--- config.mk ---
export PLATFORM = sky130hd
export DESIGN_NAME = yuyv_to_argb_screen_placer
export DESIGN_NICKNAME = d
export VERILOG_FILES = /design/src/hw/rtl/ysp_pkg.sv /design/src/hw/rtl/ysp_lane.sv /design/src/hw/rtl/ysp_place.sv /design/src/hw/rtl/yuyv_to_argb_screen_placer.sv
export SDC_FILE = /design/constraint.sdc
export NUM_CORES = 1
export LEC_CHECK = 0
export BUFFER_PORTS_ARGS = -buffer_cell sky130_fd_sc_hd__buf_2
export CAP_MARGIN = 20
export CORE_MARGIN = 2
export CORE_UTILIZATION = 35
export CTS_CLUSTER_SIZE = 8
export DETAILED_ROUTE_END_ITERATION = 8
export MAX_ROUTING_LAYER = met4
export PLACE_DENSITY_LB_ADDON = 0.25
export SYNTH_ARGS = -nofsm -noshare
export SYNTH_HDL_FRONTEND = slang
export SYNTH_SLANG_ARGS = --single-unit
--- constraint.sdc ---
create_clock -name clk_i -period 14.4 [get_ports clk_i]
set_input_delay 0.72 -clock clk_i [delete_from_list [all_inputs] [get_ports clk_i]]
set_output_delay 0.72 -clock clk_i [all_outputs]
set_load 0.005 [all_outputs]
--- src/hw/rtl/ysp_pkg.sv ---
// ----------------------------------------------------------------------------
// ysp_pkg
// Shared types and constants of the YUYV to ARGB screen placer: register
// indexes and resets, colour coefficients in Q8, and the pipeline control.
// ----------------------------------------------------------------------------
`default_nettype none

package ysp_pkg;

  // Configuration port
  localparam int CfgIdxW  = 3;
  localparam int CfgDataW = 14;

  typedef enum logic [CfgIdxW-1:0] {
    CFG_FRAME_WIDTH  = 3'd0,
    CFG_FRAME_HEIGHT = 3'd1,
    CFG_SCREEN_WIDTH = 3'd2,
    CFG_ORIGIN_X     = 3'd3,
    CFG_ORIGIN_Y     = 3'd4
  } cfg_idx_e;

  localparam int FrameWidthW  = 13;
  localparam int FrameHeightW = 13;
  localparam int ScreenWidthW = 14;
  localparam int OriginW      = 13;

  localparam logic [FrameWidthW-1:0]  FrameWidthRst  = 13'd640;
  localparam logic [FrameHeightW-1:0] FrameHeightRst = 13'd480;
  localparam logic [ScreenWidthW-1:0] ScreenWidthRst = 14'd1920;
  localparam logic [OriginW-1:0]      OriginRst      = 13'd0;

  typedef struct packed {
    logic [FrameWidthW-1:0]  frame_width;
    logic [FrameHeightW-1:0] frame_height;
    logic [ScreenWidthW-1:0] screen_width;
    logic [OriginW-1:0]      origin_x;
    logic [OriginW-1:0]      origin_y;
  } cfg_t;

  // Frame walk
  localparam int ColW  = 11;
  localparam int RowW  = 12;
  localparam int AddrW = 26;

  // Colour maths, Q8
  localparam int LumaOffset = 16;
  localparam int CoefY      = 298;
  localparam int CoefRv     = 409;
  localparam int CoefGv     = 208;
  localparam int CoefGu     = 101;
  localparam int CoefBu     = 517;
  localparam int ClipTop    = 254 * 256;

  localparam int LumaTermW = 18;
  localparam int RedTermW  = 17;
  localparam int GrnTermW  = 17;
  localparam int BluTermW  = 18;
  localparam int SumW      = 19;

  localparam logic [7:0] Alpha = 8'hFF;

  typedef struct packed {
    logic [7:0] red;
    logic [7:0] green;
    logic [7:0] blue;
  } pixel_t;

  // Stage load strobes shared by all units
  typedef struct packed {
    logic load_a;
    logic load_b;
  } pipe_ctl_t;

endpackage

`default_nettype wire

--- src/hw/rtl/ysp_lane.sv ---
// ----------------------------------------------------------------------------
// ysp_lane
// One pixel lane: scales its luma sample, adds the shared chroma terms and
// clips each colour sum to eight bits. Two register stages.
// ----------------------------------------------------------------------------
`default_nettype none

module ysp_lane
  import ysp_pkg::*;
(
  input  wire                          clk_i,
  input  pipe_ctl_t                    ctl_i,
  input  wire  [7:0]                   luma_i,
  input  wire  signed [RedTermW-1:0]   red_term_i,
  input  wire  signed [GrnTermW-1:0]   grn_term_i,
  input  wire  signed [BluTermW-1:0]   blu_term_i,
  output pixel_t                       pixel_o
);

  logic signed [8:0]           luma_off;
  logic signed [LumaTermW-1:0] luma_term_d, luma_term_q;
  logic signed [SumW-1:0]      red_sum, grn_sum, blu_sum;
  pixel_t                      pixel_d, pixel_q;

  function automatic logic [7:0] clip_q8(input logic signed [SumW-1:0] s);
    logic [7:0] res;
    if (s < 0) begin
      res = 8'd0;
    end else if (s > SumW'(ClipTop)) begin
      res = 8'hFF;
    end else begin
      res = s[15:8];
    end
    return res;
  endfunction

  // Scale luma, offset removed
  assign luma_off    = $signed({1'b0, luma_i}) - 9'(LumaOffset);
  assign luma_term_d = LumaTermW'(luma_off) * LumaTermW'(CoefY);

  // Add chroma and clip
  assign red_sum = SumW'(luma_term_q) + SumW'(red_term_i);
  assign grn_sum = SumW'(luma_term_q) - SumW'(grn_term_i);
  assign blu_sum = SumW'(luma_term_q) + SumW'(blu_term_i);

  always_comb begin
    pixel_d.red   = clip_q8(red_sum);
    pixel_d.green = clip_q8(grn_sum);
    pixel_d.blue  = clip_q8(blu_sum);
  end

  always_ff @(posedge clk_i) begin
    if (ctl_i.load_a) begin
      luma_term_q <= luma_term_d;
    end
    if (ctl_i.load_b) begin
      pixel_q <= pixel_d;
    end
  end

  assign pixel_o = pixel_q;

endmodule

`default_nettype wire

--- src/hw/rtl/ysp_place.sv ---
// ----------------------------------------------------------------------------
// ysp_place
// Frame walk and placement: pair-column and row counters, row and frame end
// flags, and the screen word address of the pair's first pixel.
// ----------------------------------------------------------------------------
`default_nettype none

module ysp_place
  import ysp_pkg::*;
(
  input  wire               clk_i,
  input  wire               rst_ni,
  input  pipe_ctl_t         ctl_i,
  input  cfg_t              cfg_i,
  output logic [AddrW-1:0]  addr_o,
  output logic              row_end_o,
  output logic              frame_end_o
);

  logic [ColW-1:0]  col_q, col_d;
  logic [RowW-1:0]  row_q, row_d;
  logic [11:0]      pairs_raw;
  logic [ColW-1:0]  last_col;
  logic [RowW-1:0]  last_row;
  logic             row_end, frame_end;
  logic [13:0]      row_sum;
  logic [27:0]      row_prod;
  logic [AddrW-1:0] row_base_q;
  logic [13:0]      col_off_d, col_off_q;
  logic             row_end_a_q, frame_end_a_q;
  logic [AddrW-1:0] addr_q;
  logic             row_end_q, frame_end_q;

  // Clamp frame size to the last pair and last row
  assign pairs_raw = cfg_i.frame_width[FrameWidthW-1:1];

  always_comb begin
    if (pairs_raw == 12'd0) begin
      last_col = '0;
    end else if (pairs_raw > 12'd2048) begin
      last_col = '1;
    end else begin
      last_col = ColW'(pairs_raw - 12'd1);
    end
    if (cfg_i.frame_height == '0) begin
      last_row = '0;
    end else if (cfg_i.frame_height > 13'd4096) begin
      last_row = '1;
    end else begin
      last_row = RowW'(cfg_i.frame_height - 13'd1);
    end
  end

  assign row_end   = (col_q >= last_col);
  assign frame_end = row_end && (row_q >= last_row);

  // Advance the walk on every accepted item
  always_comb begin
    col_d = col_q;
    row_d = row_q;
    priority if (frame_end) begin
      col_d = '0;
      row_d = '0;
    end else if (row_end) begin
      col_d = '0;
      row_d = row_q + 1'b1;
    end else begin
      col_d = col_q + 1'b1;
    end
  end

  always_ff @(posedge clk_i or negedge rst_ni) begin
    if (!rst_ni) begin
      col_q <= '0;
      row_q <= '0;
    end else if (ctl_i.load_a) begin
      col_q <= col_d;
      row_q <= row_d;
    end
  end

  // Row base by one multiply, column offset beside it
  assign row_sum   = 14'(cfg_i.origin_y) + 14'(row_q);
  assign row_prod  = 28'(row_sum) * 28'(cfg_i.screen_width);
  assign col_off_d = 14'(cfg_i.origin_x) + 14'({col_q, 1'b0});

  always_ff @(posedge clk_i) begin
    if (ctl_i.load_a) begin
      row_base_q    <= row_prod[AddrW-1:0];
      col_off_q     <= col_off_d;
      row_end_a_q   <= row_end;
      frame_end_a_q <= frame_end;
    end
    if (ctl_i.load_b) begin
      addr_q      <= row_base_q + AddrW'(col_off_q);
      row_end_q   <= row_end_a_q;
      frame_end_q <= frame_end_a_q;
    end
  end

  assign addr_o      = addr_q;
  assign row_end_o   = row_end_q;
  assign frame_end_o = frame_end_q;

endmodule

`default_nettype wire

--- src/hw/rtl/yuyv_to_argb_screen_placer.sv ---
// ----------------------------------------------------------------------------
// yuyv_to_argb_screen_placer
// YUYV 4:2:2 macropixel to two ARGB words, placed in a screen buffer.
// ----------------------------------------------------------------------------
// Usage:
//   Input stream s_axis: one YUYV macropixel per item (Y0, U, Y1, V).
//   Output stream m_axis: one item per input item, carrying both ARGB words
//   (alpha 0xFF) and the screen word address of the first pixel; tlast marks
//   the last pair of a frame row, tuser the last pair of the frame.
//   Configuration: write cfg_idx_i/cfg_data_i with cfg_we_i high, only while
//   no item is in flight. Registers: frame width, frame height, screen width,
//   origin column, origin row.
//   Input items pass stage A, then stage B. Throughput: one item per cycle
//   while the output is not stalled, set by the two-stage pipeline in which
//   two pixel lanes and the placement unit (one 14x14 multiply) run in step.
//   Stall: each stage loads when the stage after it is empty or drains, so
//   a stalled receiver holds the output item and the input keeps being
//   taken until both stages are full.
//   Reset: clears the frame walk counters and stage valids and loads the
//   default frame and screen geometry; the first item goes to the frame's
//   top left pixel.
// ----------------------------------------------------------------------------
`default_nettype none

module yuyv_to_argb_screen_placer
  import ysp_pkg::*;
(
  input  wire                 clk_i,
  input  wire                 rst_ni,
  // Input stream
  input  wire                 s_axis_tvalid,
  output logic                s_axis_tready,
  input  wire  [31:0]         s_axis_tdata,   // luma_first, chroma_blue,
                                              // luma_second, chroma_red
  // Output stream
  output logic                m_axis_tvalid,
  input  wire                 m_axis_tready,
  output logic [95:0]         m_axis_tdata,   // argb_first, argb_second,
                                              // screen_address, zero pad
  output logic                m_axis_tlast,   // row_end
  output logic                m_axis_tuser,   // frame_end
  // Configuration writes
  input  wire                 cfg_we_i,
  input  wire  [CfgIdxW-1:0]  cfg_idx_i,
  input  wire  [CfgDataW-1:0] cfg_data_i
);

  cfg_t       cfg_q;
  logic       valid_a_q, valid_b_q;
  logic       ready_a, ready_b;
  pipe_ctl_t  ctl;

  logic [7:0]                 luma_first, chroma_blue, luma_second, chroma_red;
  logic signed [8:0]          u_off, v_off;
  logic signed [RedTermW-1:0] red_term_d, red_term_q;
  logic signed [GrnTermW-1:0] grn_term_d, grn_term_q;
  logic signed [BluTermW-1:0] blu_term_d, blu_term_q;
  pixel_t                     pix_first, pix_second;
  logic [AddrW-1:0]           addr;
  logic                       row_end, frame_end;

  // Configuration registers
  always_ff @(posedge clk_i or negedge rst_ni) begin
    if (!rst_ni) begin
      cfg_q.frame_width  <= FrameWidthRst;
      cfg_q.frame_height <= FrameHeightRst;
      cfg_q.screen_width <= ScreenWidthRst;
      cfg_q.origin_x     <= OriginRst;
      cfg_q.origin_y     <= OriginRst;
    end else if (cfg_we_i) begin
      unique case (cfg_idx_e'(cfg_idx_i))
        CFG_FRAME_WIDTH:  cfg_q.frame_width  <= cfg_data_i[FrameWidthW-1:0];
        CFG_FRAME_HEIGHT: cfg_q.frame_height <= cfg_data_i[FrameHeightW-1:0];
        CFG_SCREEN_WIDTH: cfg_q.screen_width <= cfg_data_i[ScreenWidthW-1:0];
        CFG_ORIGIN_X:     cfg_q.origin_x     <= cfg_data_i[OriginW-1:0];
        CFG_ORIGIN_Y:     cfg_q.origin_y     <= cfg_data_i[OriginW-1:0];
        default: ;
      endcase
    end
  end

  // Stage handshake: load when the next stage is empty or drains
  assign ready_b       = !valid_b_q || m_axis_tready;
  assign ready_a       = !valid_a_q || ready_b;
  assign s_axis_tready = ready_a;
  assign ctl.load_a    = s_axis_tvalid && ready_a;
  assign ctl.load_b    = valid_a_q && ready_b;

  always_ff @(posedge clk_i or negedge rst_ni) begin
    if (!rst_ni) begin
      valid_a_q <= 1'b0;
      valid_b_q <= 1'b0;
    end else begin
      if (ready_a) begin
        valid_a_q <= s_axis_tvalid;
      end
      if (ready_b) begin
        valid_b_q <= valid_a_q;
      end
    end
  end

  // Unpack the macropixel
  assign luma_first  = s_axis_tdata[7:0];
  assign chroma_blue = s_axis_tdata[15:8];
  assign luma_second = s_axis_tdata[23:16];
  assign chroma_red  = s_axis_tdata[31:24];

  // Shared chroma terms, offset 128 removed by flipping the top bit and
  // extending it as the sign
  assign u_off      = {~chroma_blue[7], ~chroma_blue[7], chroma_blue[6:0]};
  assign v_off      = {~chroma_red[7], ~chroma_red[7], chroma_red[6:0]};
  assign red_term_d = RedTermW'(v_off) * RedTermW'(CoefRv);
  assign grn_term_d = GrnTermW'(v_off) * GrnTermW'(CoefGv)
                    + GrnTermW'(u_off) * GrnTermW'(CoefGu);
  assign blu_term_d = BluTermW'(u_off) * BluTermW'(CoefBu);

  always_ff @(posedge clk_i) begin
    if (ctl.load_a) begin
      red_term_q <= red_term_d;
      grn_term_q <= grn_term_d;
      blu_term_q <= blu_term_d;
    end
  end

  // Pixel lanes
  ysp_lane u_lane_first (
    .clk_i      (clk_i),
    .ctl_i      (ctl),
    .luma_i     (luma_first),
    .red_term_i (red_term_q),
    .grn_term_i (grn_term_q),
    .blu_term_i (blu_term_q),
    .pixel_o    (pix_first)
  );

  ysp_lane u_lane_second (
    .clk_i      (clk_i),
    .ctl_i      (ctl),
    .luma_i     (luma_second),
    .red_term_i (red_term_q),
    .grn_term_i (grn_term_q),
    .blu_term_i (blu_term_q),
    .pixel_o    (pix_second)
  );

  // Placement
  ysp_place u_place (
    .clk_i       (clk_i),
    .rst_ni      (rst_ni),
    .ctl_i       (ctl),
    .cfg_i       (cfg_q),
    .addr_o      (addr),
    .row_end_o   (row_end),
    .frame_end_o (frame_end)
  );

  // Merge lanes and placement into the output item
  assign m_axis_tvalid = valid_b_q;
  assign m_axis_tdata  = {6'd0, addr,
                          Alpha, pix_second.red, pix_second.green, pix_second.blue,
                          Alpha, pix_first.red, pix_first.green, pix_first.blue};
  assign m_axis_tlast  = row_end;
  assign m_axis_tuser  = frame_end;

endmodule

`default_nettype wire

==> flow_metrics.py <==
metrics = {
    "outcome": {
        "outcome": "finished clean",
    },
    "floorplan": {
        "core-area_mm2": 0.0866,
        "rows": 108,
        "fp.dieArea_mm2": 0.0895,
        "die_w_um": 299,
        "die_h_um": 299,
        "num_io_pins": 154,
        "initial_core_util": 0.352,
    },
    "timing": {
        "finalSetupTns_ns": 0,
        "fmax_mhz": 127,
        "worst_hold_slack_ns": 0.113,
        "finalCritPeriodShare": 0.548,
        "maxSlewViolCount": 0,
        "final-hold-violation-count": 0,
        "finClkSkew_ns": 0.0445,
        "slew-limit-headroom": 0.315,
        "worstMarginPinSlew_ns": 1.02,
        "rsz0062_at_grt": "false",
        "finalSetupViolCount": 0,
        "timing.final.crit_period_ns": 7.89,
    },
    "critical_path": {
        "critPathMaxFanout": 14,
        "reg2reg_depth": 29,
        "crit_top_cell": "fa_1",
        "crit_type": "flop to flop",
        "critPathLaunch": "u_place.row_q[0]",
        "rr_endpoint": "u_place.row_base_q[24]",
        "critPathSlowestCell": "fa_1",
        "reg2reg_slack_ns": 6.51,
        "critPathArrivalTime_ns": 8.20,
        "required_ns": 14.71,
        "startpoint_type": "flop",
        "critical-path-max-stage-delay_ns": 0.54,
        "r2r-start": "u_place.row_q[0]",
        "setup.worst_path.end": "u_place.row_base_q[24]",
        "end_kind": "flop",
    },
    "cells_and_area": {
        "final_cell_area_mm2": 0.0338,
        "drive_above_1_share": 0.100,
        "area_growth_pct": 10.7,
        "diodes": 0,
        "layout.nets": 3927,
    },
    "yosys": {
        "yosysSeqAreaShare": 0.271,
        "synth_cell_type_count": 93,
        "syn_inst": 3021,
        "synth_warnings": 0,
        "syn_area_per_cell_um2": 10.1,
        "async_flop_share": 0.310,
        "netlist_area_mm2": 0.0305,
        "synth_edf_count": 200,
        "synth_ff_type": "edfxtp_1",
        "ys_ff_latch": 290,
    },
    "clock_network": {
        "cts.path.max_buffers": 3,
        "worstSkewPairLatency_ns": 0.60,
        "path_clk_slew_ns": 0.05,
        "cts_setup_buffers": 0,
        "cts_tree": "done",
        "cts_root_buffer": "clkbuf_16",
        "cts_hold_buf": 0,
        "cts_buffers": 43,
        "cts.sink_count": 290,
        "htreeDepth": 2,
        "cts_resized": 0,
    },
    "hold_path": {
        "min_path_type": "primary input to asynchronous set/reset pin",
    },
    "global_routing": {
        "use_met2": 0.269,
        "grt.met3_usage": 0.0202,
        "use_met1": 0.234,
        "grtUsageTotal": 0.170,
        "grt_pass1_vias": 21500,
        "gr-total-overflow": 0,
        "busiest_layer": "met2",
        "grt_pass1_wl_um": 117000,
        "grt_max_degree": 78,
        "antenna_found_initial": 1,
    },
    "detailed_routing": {
        "ant_nets": 0,
        "wl_per_cell_um": 16.7,
        "drtPass1Iterations": 5,
        "viasPerCell": 4.93,
        "vias": 21400,
        "postRouteWirelength_um": 72700,
        "drt-initial-drc-count": 910,
        "drc": 0,
    },
    "run": {
        "cap_violations": 0,
    },
    "placed_design": {
        "numPortBuffers": 131,
        "gp_congestion": 0.899,
        "place_area_mm2": 0.0325,
        "dp_hpwl_um": 58800,
    },
}
-- layout make-up --
cell class	count	area, um^2
Fill cell	8603	52900
Multi-Input combinational cell	2263	20400
Sequential cell	290	8270
Inverter	423	1590
Tap cell	1155	1450
Clock buffer	57	1140
Timing Repair Buffer	150	808
Clock inverter	6	68.8
-- registers in the layout, summed over array words and instances (netlist names), 11 cells and up --
signal                     count
cfg_q                         65
u_place.addr_o                26
u_place.row_base_q            26
u_lane_first.pixel_o          24
u_lane_second.pixel_o         24
grn_term_q                    17
red_term_q                    17
u_lane_first.luma_term_q      17
u_lane_second.luma_term_q     17
blu_term_q                    14
u_place.col_off_q             14
u_place.row_q                 12
u_place.col_q                 11
-- logic make-up (layout without fill, tap and decap cells) --
group           count (synthesis)  count (layout)  synth area share
compound gates                535             535             0.118
xor+xnor                      211             211            0.0610
fa+ha+maj                     703             703             0.341
buf+inv                       488             636            0.0628
flops                         290             290             0.271
mux                            68              68            0.0249
other cells                     2              22          0.000246
simple gates                  724             724             0.121
-- cells in the mapped netlist, types with 5 or more instances --
master     count  area share
ha_1         486        0.20
inv_1        421       0.052
fa_1         216        0.14
edfxtp_1     200        0.20
nand2_1      196       0.024
nor2_1       147       0.018
a21oi_1      146       0.024
xnor2_1      138       0.040
and2_1        99       0.020
o21ai_0       81       0.013
dfrtp_1       80       0.066
xor2_1        72       0.021
mux2_2        64       0.024
nor3_1        55      0.0090
a21o_1        49       0.012
nor2b_1       43      0.0088
clkbuf_1      40      0.0049
o21a_1        37      0.0091
nand2b_1      33      0.0068
nand3_1       32      0.0053
and3_1        31      0.0064
a211oi_1      22      0.0054
buf_4         22      0.0054
o21bai_1      22      0.0054
a31oi_1       19      0.0039
o211ai_1      19      0.0047
a21boi_0      17      0.0042
a22o_1        15      0.0043
nand4_1       15      0.0031
o21ai_1       14      0.0023
o31a_1        14      0.0040
or3_1         11      0.0023
dfstp_2       10      0.0086
or2_2         10      0.0021
or4_1         10      0.0025
nor4_1         8      0.0016
o41ai_1        8      0.0023
a211o_1        7      0.0020
o31ai_1        7      0.0017
a31o_2         6      0.0017
o2111ai_1      5      0.0014
-- worst max-delay path: cells and delay by family, from the launching register on --
kind,cells,cell delay (ns)
xor gates and xnor gates,2,0.22
adders and majority gates,9,4.02
buffers and inverters,6,0.45
and+or+nand+nor,3,0.54
DFF,1,0.39
AOI/OAI and AO/OA,9,2.01
-- per-layer routing --
metal / up-vias / wire, um / share of wire
li1: 10700 / - / -
met1: 10300 / 35200 / 0.48
met2: 360 / 33000 / 0.45
met3: 87 / 3150 / 0.043
met4: 0 / 1360 / 0.019
met5: - / 0 / 0
-- metrics by stage --
stage / setup WS, ns / std cells / utilization
floorplan: 7.14 / 3041 / -
global placement: 6.58 / 4279 / 0.376
detailed placement: 6.45 / 4280 / 0.376
CTS: 6.47 / 4343 / 0.390
global route: 5.84 / 4344 / 0.390
finish: 6.51 / 4344 / 0.390
-- worst min-delay path by stage --
stage | from | endpoint | depth (start not counted)
4_1_cts | rst_ni | cfg_q[50] | 1
3_3_place_gp | cfg_q[13] | u_place.col_off_q[0] | 0
6_report | rst_ni | cfg_q[50] | 1
2_1_floorplan | u_place.frame_end_a_q | u_place.frame_end_o | 0
5_1_grt | rst_ni | cfg_q[50] | 1
3_5_place_dp | cfg_q[13] | u_place.col_off_q[0] | 0
-- placed cells by master, fill, tap and decap left out, drive strengths merged, types with 25 or more instances in the layout --
cell type / n
ha: 486
inv: 424
fa: 216
edfxtp: 200
nand2: 196
buf: 150
nor2: 148
a21oi: 147
xnor2: 138
and2: 99
o21ai: 96
dfrtp: 80
xor2: 72
mux2: 64
clkbuf: 57
nor3: 56
a21o: 49
nor2b: 45
o21a: 37
nand2b: 33
nand3: 32
and3: 31
a211oi: 25
Power is not shown: default switching activity piles up to over one toggle a cycle in this logic, so the estimate is an artifact.
